<file path="src/mads_pkg.sv">
// ----------------------------------------------------------------------------
// mads_pkg: shared constants for the moving-average deadband smoother
// Widths and reset values used by the smoother and its port checker.
// ----------------------------------------------------------------------------
package mads_pkg;

    // Number of samples in the averaging window.
    localparam int WINDOW_DEPTH = 8;

    // Width of one level sample and of the held level.
    localparam int LEVEL_W   = 8;
    localparam int LEVEL_MAX = (2 ** LEVEL_W) - 1;

    // Ring slot index, fill count (holds 0..WINDOW_DEPTH) and running sum.
    localparam int SLOT_W  = (WINDOW_DEPTH > 1) ? $clog2(WINDOW_DEPTH) : 1;
    localparam int COUNT_W = $clog2(WINDOW_DEPTH + 1);
    localparam int SUM_W   = LEVEL_W + $clog2(WINDOW_DEPTH);

    // Divider partial remainder and step counter.
    localparam int REM_W  = COUNT_W + 1;
    localparam int ITER_W = (SUM_W > 1) ? $clog2(SUM_W) : 1;

    // Width of the packed output data bus (whole bytes).
    localparam int TDATA_W = ((LEVEL_W + 7) / 8) * 8;

    // Reset value of the deadband register.
    localparam logic [LEVEL_W-1:0] MIN_CHANGE_RESET = LEVEL_W'(2);

endpackage

</file>
<file path="src/moving_average_deadband_smoother_unit.sv">
// ----------------------------------------------------------------------------
// moving_average_deadband_smoother_unit: level smoother with deadband
// Averages the most recent level samples and holds the average steady
// against changes smaller than a programmable minimum.
// ----------------------------------------------------------------------------
// Each accepted item carries one 8-bit level sample. The sample replaces the
// oldest entry of an eight-entry ring, the running sum is updated, and the sum
// is divided by the number of samples seen so far (at most eight), truncating.
// While the ring is still filling, that average always becomes the held level.
// Once the ring is full, an average that differs from the held level by less
// than min_change is dropped and the held level stays. Every input item
// produces exactly one result item carrying the held level and a flag that is
// set when the held level changed. The block handles one item at a time: after
// an input item is accepted, s_tready stays low while the restoring divider,
// which retires one quotient bit per cycle, works through the SUM_W (11) bits
// of the sum, and while the deadband decision is made and the result is loaded
// into the output register. The output register lets the next item be
// accepted while the previous result still waits on m_tready; the decision
// step waits only if the output register is still full. After reset the ring
// reads as all zeros without a clearing pass, and min_change is 2.
// ----------------------------------------------------------------------------
module moving_average_deadband_smoother_unit (
    input  logic                                aclk,
    input  logic                                aresetn,

    // Deadband register write port.
    input  logic                                cfg_wr_en,
    input  logic [mads_pkg::LEVEL_W-1:0]        cfg_wr_data,   // min_change

    // Sample input channel.
    input  logic                                s_tvalid,
    output logic                                s_tready,
    input  logic [mads_pkg::TDATA_W-1:0]        s_tdata,       // [7:0] sample_level

    // Result channel.
    output logic                                m_tvalid,
    input  logic                                m_tready,
    output logic [mads_pkg::TDATA_W-1:0]        m_tdata,       // [7:0] held_level
    output logic                                m_tuser        // [0] level_changed
);

    typedef enum logic [1:0] {
        ST_IDLE,
        ST_DIV,
        ST_DONE
    } state_t;

    // Sample ring. Slots at or beyond the fill count were never written and
    // are treated as zero, so the ring itself needs no reset.
    logic [mads_pkg::LEVEL_W-1:0] ring_mem [mads_pkg::WINDOW_DEPTH];

    state_t                          state_reg,      state_next;
    logic [mads_pkg::SLOT_W-1:0]     slot_reg,       slot_next;
    logic [mads_pkg::COUNT_W-1:0]    count_reg,      count_next;
    logic [mads_pkg::SUM_W-1:0]      sum_reg,        sum_next;
    logic [mads_pkg::LEVEL_W-1:0]    level_reg,      level_next;
    logic [mads_pkg::LEVEL_W-1:0]    min_change_reg, min_change_next;
    logic [mads_pkg::SUM_W-1:0]      quot_reg,       quot_next;
    logic [mads_pkg::REM_W-1:0]      rem_reg,        rem_next;
    logic [mads_pkg::ITER_W-1:0]     iter_reg,       iter_next;
    logic                            m_valid_reg,    m_valid_next;
    logic [mads_pkg::LEVEL_W-1:0]    m_level_reg,    m_level_next;
    logic                            m_changed_reg,  m_changed_next;
    logic [mads_pkg::LEVEL_W-1:0]    ring_rd_reg;

    logic                            in_accept;
    logic                            ring_full;
    logic [mads_pkg::LEVEL_W-1:0]    sample;
    logic [mads_pkg::LEVEL_W-1:0]    old_entry;
    logic [mads_pkg::SUM_W-1:0]      sum_update;

    logic [mads_pkg::REM_W-1:0]      div_shifted;
    logic [mads_pkg::REM_W-1:0]      div_divisor;
    logic                            div_ge;

    logic [mads_pkg::LEVEL_W-1:0]    avg;
    logic [mads_pkg::LEVEL_W-1:0]    diff;
    logic                            take_avg;
    logic                            out_free;

    assign s_tready  = (state_reg == ST_IDLE);
    assign in_accept = s_tvalid && s_tready;
    assign sample    = s_tdata[mads_pkg::LEVEL_W-1:0];

    assign ring_full = (count_reg == mads_pkg::COUNT_W'(mads_pkg::WINDOW_DEPTH));

    // The slot being overwritten only holds data once the ring has wrapped.
    // The registered ring read has long settled on the current slot by the
    // time the next item can be accepted.
    assign old_entry  = ring_full ? ring_rd_reg : '0;
    assign sum_update = sum_reg - mads_pkg::SUM_W'(old_entry)
                                + mads_pkg::SUM_W'(sample);

    // One step of the restoring divider: bring down the next dividend bit and
    // subtract the fill count if it fits.
    assign div_shifted = {rem_reg[mads_pkg::REM_W-2:0], quot_reg[mads_pkg::SUM_W-1]};
    assign div_divisor = {1'b0, count_reg};
    assign div_ge      = (div_shifted >= div_divisor);

    // Deadband decision on the finished quotient.
    always_comb begin
        if (quot_reg > mads_pkg::SUM_W'(mads_pkg::LEVEL_MAX)) begin
            avg = mads_pkg::LEVEL_W'(mads_pkg::LEVEL_MAX);
        end else begin
            avg = quot_reg[mads_pkg::LEVEL_W-1:0];
        end
        if (avg >= level_reg) begin
            diff = avg - level_reg;
        end else begin
            diff = level_reg - avg;
        end
        take_avg = !ring_full || (diff >= min_change_reg);
    end

    assign out_free = !m_valid_reg || m_tready;

    always_comb begin
        state_next      = state_reg;
        slot_next       = slot_reg;
        count_next      = count_reg;
        sum_next        = sum_reg;
        level_next      = level_reg;
        min_change_next = min_change_reg;
        quot_next       = quot_reg;
        rem_next        = rem_reg;
        iter_next       = iter_reg;
        m_valid_next    = m_valid_reg;
        m_level_next    = m_level_reg;
        m_changed_next  = m_changed_reg;

        if (cfg_wr_en) begin
            min_change_next = cfg_wr_data;
        end

        if (m_valid_reg && m_tready) begin
            m_valid_next = 1'b0;
        end

        case (state_reg)
            ST_IDLE: begin
                if (in_accept) begin
                    sum_next  = sum_update;
                    quot_next = sum_update;
                    rem_next  = '0;
                    iter_next = '0;
                    if (slot_reg == mads_pkg::SLOT_W'(mads_pkg::WINDOW_DEPTH - 1)) begin
                        slot_next = '0;
                    end else begin
                        slot_next = slot_reg + 1'b1;
                    end
                    if (!ring_full) begin
                        count_next = count_reg + 1'b1;
                    end
                    state_next = ST_DIV;
                end
            end
            ST_DIV: begin
                if (div_ge) begin
                    rem_next = div_shifted - div_divisor;
                end else begin
                    rem_next = div_shifted;
                end
                quot_next = {quot_reg[mads_pkg::SUM_W-2:0], div_ge};
                iter_next = iter_reg + 1'b1;
                if (iter_reg == mads_pkg::ITER_W'(mads_pkg::SUM_W - 1)) begin
                    state_next = ST_DONE;
                end
            end
            ST_DONE: begin
                if (out_free) begin
                    if (take_avg) begin
                        level_next = avg;
                    end
                    m_valid_next   = 1'b1;
                    m_level_next   = take_avg ? avg : level_reg;
                    m_changed_next = take_avg && (avg != level_reg);
                    state_next     = ST_IDLE;
                end
            end
            default: begin
                state_next = ST_IDLE;
            end
        endcase
    end

    always_ff @(posedge aclk) begin
        if (!aresetn) begin
            state_reg      <= ST_IDLE;
            slot_reg       <= '0;
            count_reg      <= '0;
            sum_reg        <= '0;
            level_reg      <= '0;
            min_change_reg <= mads_pkg::MIN_CHANGE_RESET;
            m_valid_reg    <= 1'b0;
        end else begin
            state_reg      <= state_next;
            slot_reg       <= slot_next;
            count_reg      <= count_next;
            sum_reg        <= sum_next;
            level_reg      <= level_next;
            min_change_reg <= min_change_next;
            m_valid_reg    <= m_valid_next;
        end
        quot_reg      <= quot_next;
        rem_reg       <= rem_next;
        iter_reg      <= iter_next;
        m_level_reg   <= m_level_next;
        m_changed_reg <= m_changed_next;
    end

    // Ring write on every accepted sample, and a registered read of the
    // slot that the next sample will overwrite.
    always_ff @(posedge aclk) begin
        if (in_accept) begin
            ring_mem[slot_reg] <= sample;
        end
        ring_rd_reg <= ring_mem[slot_reg];
    end

    assign m_tvalid = m_valid_reg;
    assign m_tdata  = mads_pkg::TDATA_W'(m_level_reg);
    assign m_tuser  = m_changed_reg;

endmodule

</file>
<file path="config.mk">
export PLATFORM = sky130hd
export DESIGN_NAME = moving_average_deadband_smoother_unit
export DESIGN_NICKNAME = d
export VERILOG_FILES = /design/src/mads_pkg.sv /design/src/moving_average_deadband_smoother_unit.sv
export SDC_FILE = /design/constraint.sdc
export NUM_CORES = 1
export LEC_CHECK = 0
export ABC_AREA = 1
export BUFFER_PORTS_ARGS = -buffer_cell sky130_fd_sc_hd__buf_4
export CORE_ASPECT_RATIO = 0.9
export CORE_UTILIZATION = 50
export DETAILED_ROUTE_END_ITERATION = 6
export GPL_TIMING_DRIVEN = 0
export HOLD_SLACK_MARGIN = 0.02
export PLACE_DENSITY = 0.67
export SLEW_MARGIN = 20
export SYNTH_ARGS = -nofsm -noshare
export SYNTH_HDL_FRONTEND = slang
export SYNTH_SLANG_ARGS = --single-unit
</file>
<file path="constraint.sdc">
create_clock -name aclk -period 8.3 [get_ports aclk]
set_input_delay 0.415 -clock aclk [delete_from_list [all_inputs] [get_ports aclk]]
set_output_delay 0.415 -clock aclk [all_outputs]
set_load 0.02 [all_outputs]
</file>
; ---- Word-level counts from Yosys, hierarchy flattened
; Memory sizes are Yosys's and may differ from the RTL's. A register that Yosys moved wholly into a read port is not among the register bits.
; Index checks and enable logic that the tools add are counted.
[classes]
bitwise = 1
order_cmp = 4
n_eq_ne = 9
add_sub_neg = 8
n_reduce_logical = 14
mux = 21
[ops]
columns = cell, count
row1 = 8-bit 2-to-1 mux, 4
row2 = 11-bit case mux with 2 select lines, 1
row3 = 8-bit greater-or-equal comparator, 2
row4 = 4-bit case mux with 2 select lines, 2
row5 = 8-bit subtractor, 2
row6 = 4-bit 2-to-1 mux, 3
row7 = 11-bit by 8-bit adder with 11-bit output, 1
row8 = 11-bit by 8-bit greater-than comparator with 1-bit output (second input constant), 1
row9 = 11-bit 2-to-1 mux, 1
row10 = 11-bit by 8-bit subtractor with 11-bit output, 1
row11 = 4-bit by 1-bit adder with 4-bit output (second input constant), 2
row12 = 4-bit == test (second input constant), 2
row13 = 8-bit != test, 1
row14 = 2-bit 2-to-1 mux, 3
row15 = 2-bit case mux with 3 select lines, 1
row16 = 2-bit AND reduction, 3
row17 = 3-bit AND reduction, 2
row18 = 5-bit by 4-bit greater-or-equal comparator with 1-bit output, 1
row19 = 1-bit 2-to-1 mux, 5
row20 = 2-bit != test (second input constant), 2
row21 = 4-bit subtractor, 1
row22 = 3-bit by 1-bit adder with 3-bit output (second input constant), 1
row23 = 3-bit == test (second input constant), 1
row24 = 1-bit logical AND, 3
row25 = 9 further kinds, 11
[word_totals]
reg_bits = 65
inputBits = 21
mem_count = 1
ram_bits = 64
elab_cells = 70
output_inout_bits = 11
[memory_table]
columns = memory, depth, word_bits, read_ports, rd_clocked_by_memory_dff, wr, line_no
row1 = ring_mem, 8, 8, 1, 1, 1, moving_average_deadband_smoother_unit.sv:50  ; logic [mads_pkg::LEVEL_W-1:0] ring_mem [mads_pkg::WINDOW_DEPTH];

; ---- Depth between registers and ports, before layout
; Gate-level depths: netlist (run 1).
[depth]
ltp_word = 7
depth_mapped = 26
depth_no_buf = 25

; ---- Least setup slack after synthesis (run 1)
; OpenSTA, ideal clock, no wires.
[synth_timing]
kind = register -> register
startpoint = reg quot_reg[10] (netlist name)
endpoint = reg m_level_reg, in the netlist m_tdata[1], data pin
setup_ps = 254
stages_incl_launch_ff = 21
period_less_slack_ps = 3114
required_time_ps = 8046
path_buffers = 1
setup_slack_ps = 5186
t_arrival_ps = 2860
cell_sequence = edfxtp_1 > nor2_1 > nand2_1 > nor2_1 > inv_1 > ha_1 > buf_2 > a21o_1 > o21ai_2 > nand3_2 > or2_0 > o21ai_1 > ha_1 > nand2_1 > nand3_1 > nand2_1 > nand2_1 > nand2_1 > nand2_2 > nand2_1 > nand2_1
[synth_via]
elab_chain_cells = 7
word_cells_on_any_way = 9
cone_classes = 2 x add/sub / 3 x order compare / 3 x mux / 1 x reduce/logical
[synth_rtl]
columns = item, line_no
row1 = start: declaration, moving_average_deadband_smoother_unit.sv:58  ; logic [mads_pkg::SUM_W-1:0] quot_reg, quot_next;
row2 = start signal: assignment, moving_average_deadband_smoother_unit.sv:204  ; quot_reg <= quot_next;
row3 = 11-bit by 8-bit greater-than comparator with 1-bit output (*), moving_average_deadband_smoother_unit.sv:102  ; if (quot_reg > mads_pkg::SUM_W'(mads_pkg::LEVEL_MAX)) begin
row4 = 8-bit 2-to-1 mux (*), moving_average_deadband_smoother_unit.sv:102
row5 = "8-bit subtractor, or another cell as far along", moving_average_deadband_smoother_unit.sv:110  ; diff = level_reg - avg;
row6 = 8-bit 2-to-1 mux, moving_average_deadband_smoother_unit.sv:107  ; if (avg >= level_reg) begin
row7 = 8-bit greater-or-equal comparator, moving_average_deadband_smoother_unit.sv:112  ; take_avg = !ring_full || (diff >= min_change_reg);
row8 = 1-bit logical OR, moving_average_deadband_smoother_unit.sv:112
row9 = 8-bit 2-to-1 mux (*), --
row10 = end signal: assignment, moving_average_deadband_smoother_unit.sv:207  ; m_level_reg <= m_level_next;
row11 = end: declaration, moving_average_deadband_smoother_unit.sv:62  ; logic [mads_pkg::LEVEL_W-1:0] m_level_reg, m_level_next;
; Mark *: on every way between the ends. The rest lies on a longest branch, timed or not.
; A chain may end at the register's enable or synchronous reset.

; ---- Worst setup path in the final report (run 1)
[layout_timing]
startpoint = reg quot_reg[9] (netlist name)
endpoint = reg m_level_reg, in the netlist m_tdata[0], data pin
; Same word-level chain as after synthesis.

==> results.md, run 1 <==
- **post-synthesis share of cell area spent on full adders, half adders and majority gates** 10.56%
- **flops & latches, synth** 137
- **worst-path cell with the longest stage delay** sky130_fd_sc_hd__edfxtp_1
- **proportion of power drawn by flip-flops and latches** 40.2%
- **met1 Usage GRT** 31.24%
- **Reg2Reg Launch Point** quot_reg[9]
- **htree depth** 4
- **Inserted Diodes** 0
- **post-layout min period** 4012 ps
- **status** finished clean
- **GR Layer Usage met3** 5.268%
- **half-perimeter wire length after detailed placement** 11780 microns
- **Worst IR Drop VDD** 0.1746 mV
- **fraction of final layout cells sized beyond drive strength 1** 11.21%
- **Fin Clk Skew** 7.928 ps
- **starting density of the core** 51.72%
- **clock buffer depth** 2
- **worst slew slack as a fraction of its limit** 31.29%
- **worst skew pair latency** 420 ps
- **combinational fraction of design power** 22.9%
- **Std-Cell Core Area** 14110 sq um
- **Synth area leader** sky130_fd_sc_hd__edfxtp_1
- **total I/O pin count** 32
- **endpoints failing setup** 0
- **placed standard-cell area** 7790 sq um
- **fmax** 0.2492 GHz
- **max incr delay on CP** 390 ps
- **share of cell area taken by muxes after synthesis** 0%
- **horizontal die dimension** 129.3 microns
- **Internal** 0.001414 W
- **type of element launching the critical path** flip-flop
- **critical path type** flip-flop to flip-flop
- **hold crit path type** input pin to flip-flop
- **most common cell type on the critical path** sky130_fd_sc_hd__nand2_1
- **number of slew-limit violations in the final report** 0
- **combinational family with the most area after synthesis** simple AND/OR/NAND/NOR gates
- **die outline height** 116.6 microns
- **Max FO, Critical Path** 10
- **reg2reg path depth** 20
- **input/output buffers** 30
- **worst reg2reg path endpoint** m_tdata[0]
- **basic-gate share of the synthesized area counting and, or, nand and nor cells** 19.89%
- **area growth from synthesis to layout** 14.85%
- **timing startpoint of the critical path** quot_reg[9]
- **leading cell types by total area after synthesis** sky130_fd_sc_hd__edfxtp_1 38%, sky130_fd_sc_hd__dfxtp_1 12%, sky130_fd_sc_hd__nand2_1 9.4%
- **share of the synthesized area in the top cell type** 37.87%
- **combined global-route utilization of all metal layers** 23.08%
- **critical path arrival** 4170 ps
- **Total Die Area** 15080 sq um
- **data required time of the worst path** 8460 ps
- **number of global-route vias before repair** 5338
- **ordered cell list for the critical path** nor2_1 > nand2_1 > nor2_1 > inv_1 > ha_1 > buf_2 > a21o_1 > o21ai_2 > nand3_2 > or2_0 > o21ai_1 > ha_1 > nand2_1 > nand3_1 > nand2_1 > nand2_1 > nand2_1 > nand2_2 > nand2_1 > nand2_1
- **number of nets in the final layout** 946
- **post-synthesis cell count** 819
- **Post-Synth XOR/XNOR Area** 1.321%
- **Worst-path clk slew** 60 ps
- **final std cells w/o fill** 1076
- **smallest setup slack after layout** 4288 ps
- **Post-CTS Repair Setup Buffers** 0
- **Pwr per Cell Area** 244.9 nW/um^2
- **placement row count** 41
- **Clock Tree Root** sky130_fd_sc_hd__clkbuf_16
- **area fraction in compound gates after synthesis** 9.484%
- **Switching Power** 0.0006377 W
- **R2R Setup Slk** 4290 ps
- **family with the most delay on the worst path** simple AND/OR/NAND/NOR gates
- **leakage power total** 3.734 nW
- **Routed WL per cell** 15.00 microns
- **Sink Count** 137
- **pre-CTS worst setup slack** 4406 ps
- **share of total power consumed by net switching** 31.08%
- **worst setup path endpoint** m_tdata[0]
- **detailed router's first-iteration violation count** 483
- **measured slew at the worst slew-check pin** 1027 ps
- **total of warnings raised by yosys** 0
- **total wire length** 16140 microns
- **total of hold buffers inserted after clock tree synthesis** 0
- **sequential share of the synthesized area** 50.21%
- **total number of cells along the worst setup path** 20
- **commonest cells after routing, fill and taps aside** 183 x sky130_fd_sc_hd__nand2_1, 139 x sky130_fd_sc_hd__inv_1, 92 x sky130_fd_sc_hd__edfxtp_1, 65 x sky130_fd_sc_hd__nor2_1, 57 x sky130_fd_sc_hd__a21oi_1
- **Pre-Repair DR Iteration Count** 5
- **post-synthesis area per instance** 8.908 sq um
- **wire length of the first global-routing pass** 26230 microns
- **number of maximum-capacitance violations** 0
- **clock tree from TritonCTS** done
- **Vias/cell** 5.214
- **Final Hold Viols** 0
- **synthesized area** 7296 sq um
- **Clock Power Share** 36.8%
- **GRT busiest layer** met2
- **sum of negative setup slack** 0 ps
- **pin count of the biggest net entering global routing** 21
- **RSZ-0062 raised after global routing** no
- **placer congestion estimate** 0.9559
- **post-cts sizing count** 0
- **initial antenna violation count** 0
- **number of antenna-violating nets in the routed design** 0
- **Distinct cells, synth** 44
- **number of nets produced by synthesis** 895
- **remaining global-route overflow** 0
- **Residual DRC** 0
- **number of flip-flops under the largest register name** 64
- **finished layout cell area** 8379 sq um
- **most common library cell in the layout ignoring fill and taps** sky130_fd_sc_hd__nand2_1
- **Vias** 5610
- **Inst Count DP** 1044
- **number of buffers added by the clock tree synthesis step** 17
- **sort of element at the end of the critical path** flip-flop
- **share of the clock period used by the worst path** 48.34%
- **GRT met2 Usage** 37.85%
- **Bufs and invs on worst path** 2
==> stage by stage <==
| step | total power [W] | utilization, % | hold slack (ps) |
|---|---|---|---|
| 6_report | 0.002052 | 59.40 | 213.2 |
| 5_1_grt | 0.002165 | 59.40 | 215.4 |
| 4_1_cts | 0.002058 | 59.40 | 207.1 |
| 3_5_place_dp | 0.001304 | 55.22 | 455.4 |
| 3_3_place_gp | 0.001288 | 55.02 | 445.8 |
| 2_1_floorplan | 0.001180 | - | 428.6 |
==> final cells by class <==
class                   instances  area (sq um)
fillers                      1203          5728
multi-input cells             520          3023
well taps                     193         241.5
flip-flops and latches        137          3664
clock inverters                15         163.9
repair buffers                 32         240.2
inverters                     148         558.0
clock buffers                  17         425.4
plain buffers                  14         63.81
==> cells by family after synthesis <==
family / count (synthesis)
adder cells (fa/ha/maj): 55
AO/OA/AOI/OAI: 119
AND/OR/NAND/NOR: 335
XOR/XNOR: 11
buffers and inverters: 162
flip-flops: 137
==> cells in the mapped netlist, drive strengths merged <==
cell    instances
nor2           68
a21oi          57
a21o            3
nand4           9
o21ai          31
nor3            3
buf             6
nand3          58
o21a            4
nor4            2
inv           147
or2             9
edfxtp         92
ha             44
a221oi          4
and3            1
a21boi          3
a22o            4
a31oi           2
xor2            8
clkbuf          8
o211ai          1
clkinv          1
fa             11
dfxtp          45
nand2         185
a22oi          10
xnor2           3
==> worst min-delay path by stage <==
stage / cells past startpoint / slack [ps] / end / startpoint
global placement: 2 / 450 / sum_reg[0] / sum_reg[0]
floorplan: 2 / 430 / ring_rd_reg[5] / ring_mem[3][5]
CTS: 2 / 210 / min_change_reg[1] / cfg_wr_en
detailed placement: 2 / 460 / sum_reg[0] / sum_reg[0]
global route: 3 / 220 / min_change_reg[1] / cfg_wr_data[1]
finish: 2 / 210 / min_change_reg[1] / cfg_wr_en
==> power by group through the flow <==
stage / clock (W) / sequential (W) / combinational, W
5_1_grt: 0.000793 / 0.000832 / 0.000540
4_1_cts: 0.000763 / 0.000826 / 0.000469
3_3_place_gp: 0 / 0.000838 / 0.000450
3_5_place_dp: 0 / 0.000840 / 0.000465
6_report: 0.000756 / 0.000826 / 0.000470
2_1_floorplan: 0 / 0.000832 / 0.000348
==> layer usage <==
layer	up-vias	wire length, microns
li1	2801	-
met4	0	171
met2	144	7517
met5	-	0
met3	12	833
met1	2653	7615
Note: power is estimated with default switching activity, not from simulation.
==> run 2: changes to the inputs <==
- clock period: 8.3 -> 3.9 ns (I/O delays scaled with it)
==> results.md, run 2 (synthesis results as in run 1) <==
- **half-perimeter wire length after detailed placement** 11780 microns
- **commonest cells after routing, fill and taps aside** 181 x sky130_fd_sc_hd__nand2_1, 139 x sky130_fd_sc_hd__inv_1, 92 x sky130_fd_sc_hd__edfxtp_1, 59 x sky130_fd_sc_hd__nor2_1, 57 x sky130_fd_sc_hd__a21oi_1
- **placed standard-cell area** 7790 sq um
- **placer congestion estimate** 0.9559
- **total wire length** 16330 microns
- **Sink Count** 137
- **share of the clock period used by the worst path** 94.79%
- **worst slew slack as a fraction of its limit** 30.88%
- **Vias/cell** 5.192
- **number of slew-limit violations in the final report** 0
- **fill cell instance count of the final layout** 1185
- **initial antenna violation count** 0
- **measured slew at the worst slew-check pin** 1033 ps
- **sort of element at the end of the critical path** flip-flop
- **data required time of the worst path** 4060 ps
- **remaining global-route overflow** 0
- **Reg2Reg Launch Point** quot_reg[10]
- **leakage power total** 3.802 nW
- **hold crit path type** input pin to flip-flop
- **number of buffers added by the clock tree synthesis step** 17
- **type of element launching the critical path** flip-flop
- **number of global-route vias before repair** 5366
- **Worst IR Drop VDD** 0.3684 mV
- **Worst-path clk slew** 60 ps
- **die outline height** 116.6 microns
- **number of flip-flops under the largest register name** 64
- **Vias** 5649
- **final std cells w/o fill** 1088
- **worst skew pair latency** 410 ps
- **number of nets in the final layout** 958
- **combined global-route utilization of all metal layers** 23.15%
- **startpoint of the most critical hold path** s_tdata[0]
- **wire length of the first global-routing pass** 26310 microns
- **Max FO, Critical Path** 9
- **ordered cell list for the critical path** nor2_2 > nand2_4 > or2_2 > ha_2 > nand2_1 > nor2_2 > nand4_1 > nand3_4 > inv_2 > nand2_1 > nand2_1 > inv_1 > ha_1 > a21oi_1 > nand2_1 > nor2_4 > nand2_2 > nand2_1 > nand2_1
- **fraction of final layout cells sized beyond drive strength 1** 12.74%
- **Inserted Diodes** 0
- **worst hold margin** 30.12 ps
- **Pre-Repair DR Iteration Count** 5
- **Std-Cell Core Area** 14110 sq um
- **htree depth** 4
- **Final Hold Viols** 0
- **Residual DRC** 0
- **fmax** 0.2705 GHz
- **timing startpoint of the critical path** quot_reg[10]
- **area growth from synthesis to layout** 17.06%
- **most common cell type on the critical path** sky130_fd_sc_hd__nand2_1
- **max incr delay on CP** 400 ps
- **total I/O pin count** 32
- **Inst Count DP** 1044
- **detailed router's first-iteration violation count** 509
- **Bufs and invs on worst path** 2
- **Clock Tree Root** sky130_fd_sc_hd__clkbuf_16
- **final design utilization** 60.54%
- **number of maximum-capacitance violations** 0
- **family with the most delay on the worst path** simple AND/OR/NAND/NOR gates
- **clock tree from TritonCTS** done
- **clock buffer depth** 2
- **most common library cell in the layout ignoring fill and taps** sky130_fd_sc_hd__nand2_1
- **endpoints failing setup** 0
- **input/output buffers** 30
- **status** finished clean
- **Pwr per Cell Area** 514.7 nW/um^2
- **starting density of the core** 51.72%
- **critical path arrival** 3860 ps
- **post-layout min period** 3697 ps
- **Fin Clk Skew** 6.241 ps
- **worst-path cell with the longest stage delay** sky130_fd_sc_hd__ha_2
- **pin count of the biggest net entering global routing** 21
- **placement row count** 41
- **Total Die Area** 15080 sq um
- **Routed WL per cell** 15.01 microns
- **number of antenna-violating nets in the routed design** 0
- **horizontal die dimension** 129.3 microns
- **critical path type** flip-flop to flip-flop
- **finished layout cell area** 8541 sq um
[run 2: cell count changes in the layout (fill, tap and decap cells not counted), sizes merged]
cell and change:
buf +5, dlygate4sd3 +7
[run 2: cell type report]
type	instances	area, sq um	share of cell area [%]
multi-input combinational	520	3077	36.02
clock buffer	17	425.4	4.981
inverter	148	558.0	6.534
tap	193	241.5	2.827
buffer	14	63.81	0.7471
clock inverter	15	163.9	1.919
sequential	137	3664	42.89
timing repair buffer	44	347.8	4.073
[run 2: report_power, final]
group          switching [W]  internal [W]
Clock               0.000647      0.000955
Sequential         0.0000644       0.00170
Combinational       0.000660      0.000369
Total                0.00137       0.00302
[run 2: layer usage]
layer / GRT usage [%] / vias to the layer above / part of all wire, %
li1: - / 2822 / -
met2: 38.10 / 144 / 47
met3: 5.268 / 16 / 5.3
met4: 5.255 / 0 / 0.99
met5: 0 / - / 0
met1: 31.24 / 2667 / 47
[run 2: what timing repair did]
item                                    4_1_cts  5_1_grt
setup buffers                                 0        5
gates resized for setup                       0       16
hold buffers                                  7        0
endpoints found under the setup margin        0       17
endpoints found under the hold margin        24        0
[run 2: worst paths after layout]
path	to	slack, ps	cells past startpoint
worst max-delay path	m_tdata[0]	200	19
worst min register to register	min_change_reg[7]	470	2
worst min-delay path	ring_mem[2][0]	30	1
worst max register to register	m_tdata[0]	200	19
[run 2: worst reg2reg max path, delay by kind of cell, from the launching register on]
kind                       cells  cell delay (ps)
AOI/OAI and AO/OA              1              170
and+or+nand+nor               14             2100
adders and majority gates      2              630
buffers and inverters          2              150
DFF                            1              390
[run 2: per-stage QoR]
| stage | TNS [ps] | setup WS, ps | total power [W] |
|---|---|---|---|
| 3_3_place_gp | 0 | 39.73 | 0.002741 |
| 4_1_cts | 0 | 2.994 | 0.004385 |
| 5_1_grt | -40.55 | -27.34 | 0.004644 |
| 2_1_floorplan | 0 | 785.8 | 0.002511 |
| 6_report | 0 | 203.2 | 0.004396 |
| 3_5_place_dp | 0 | 6.245 | 0.002776 |
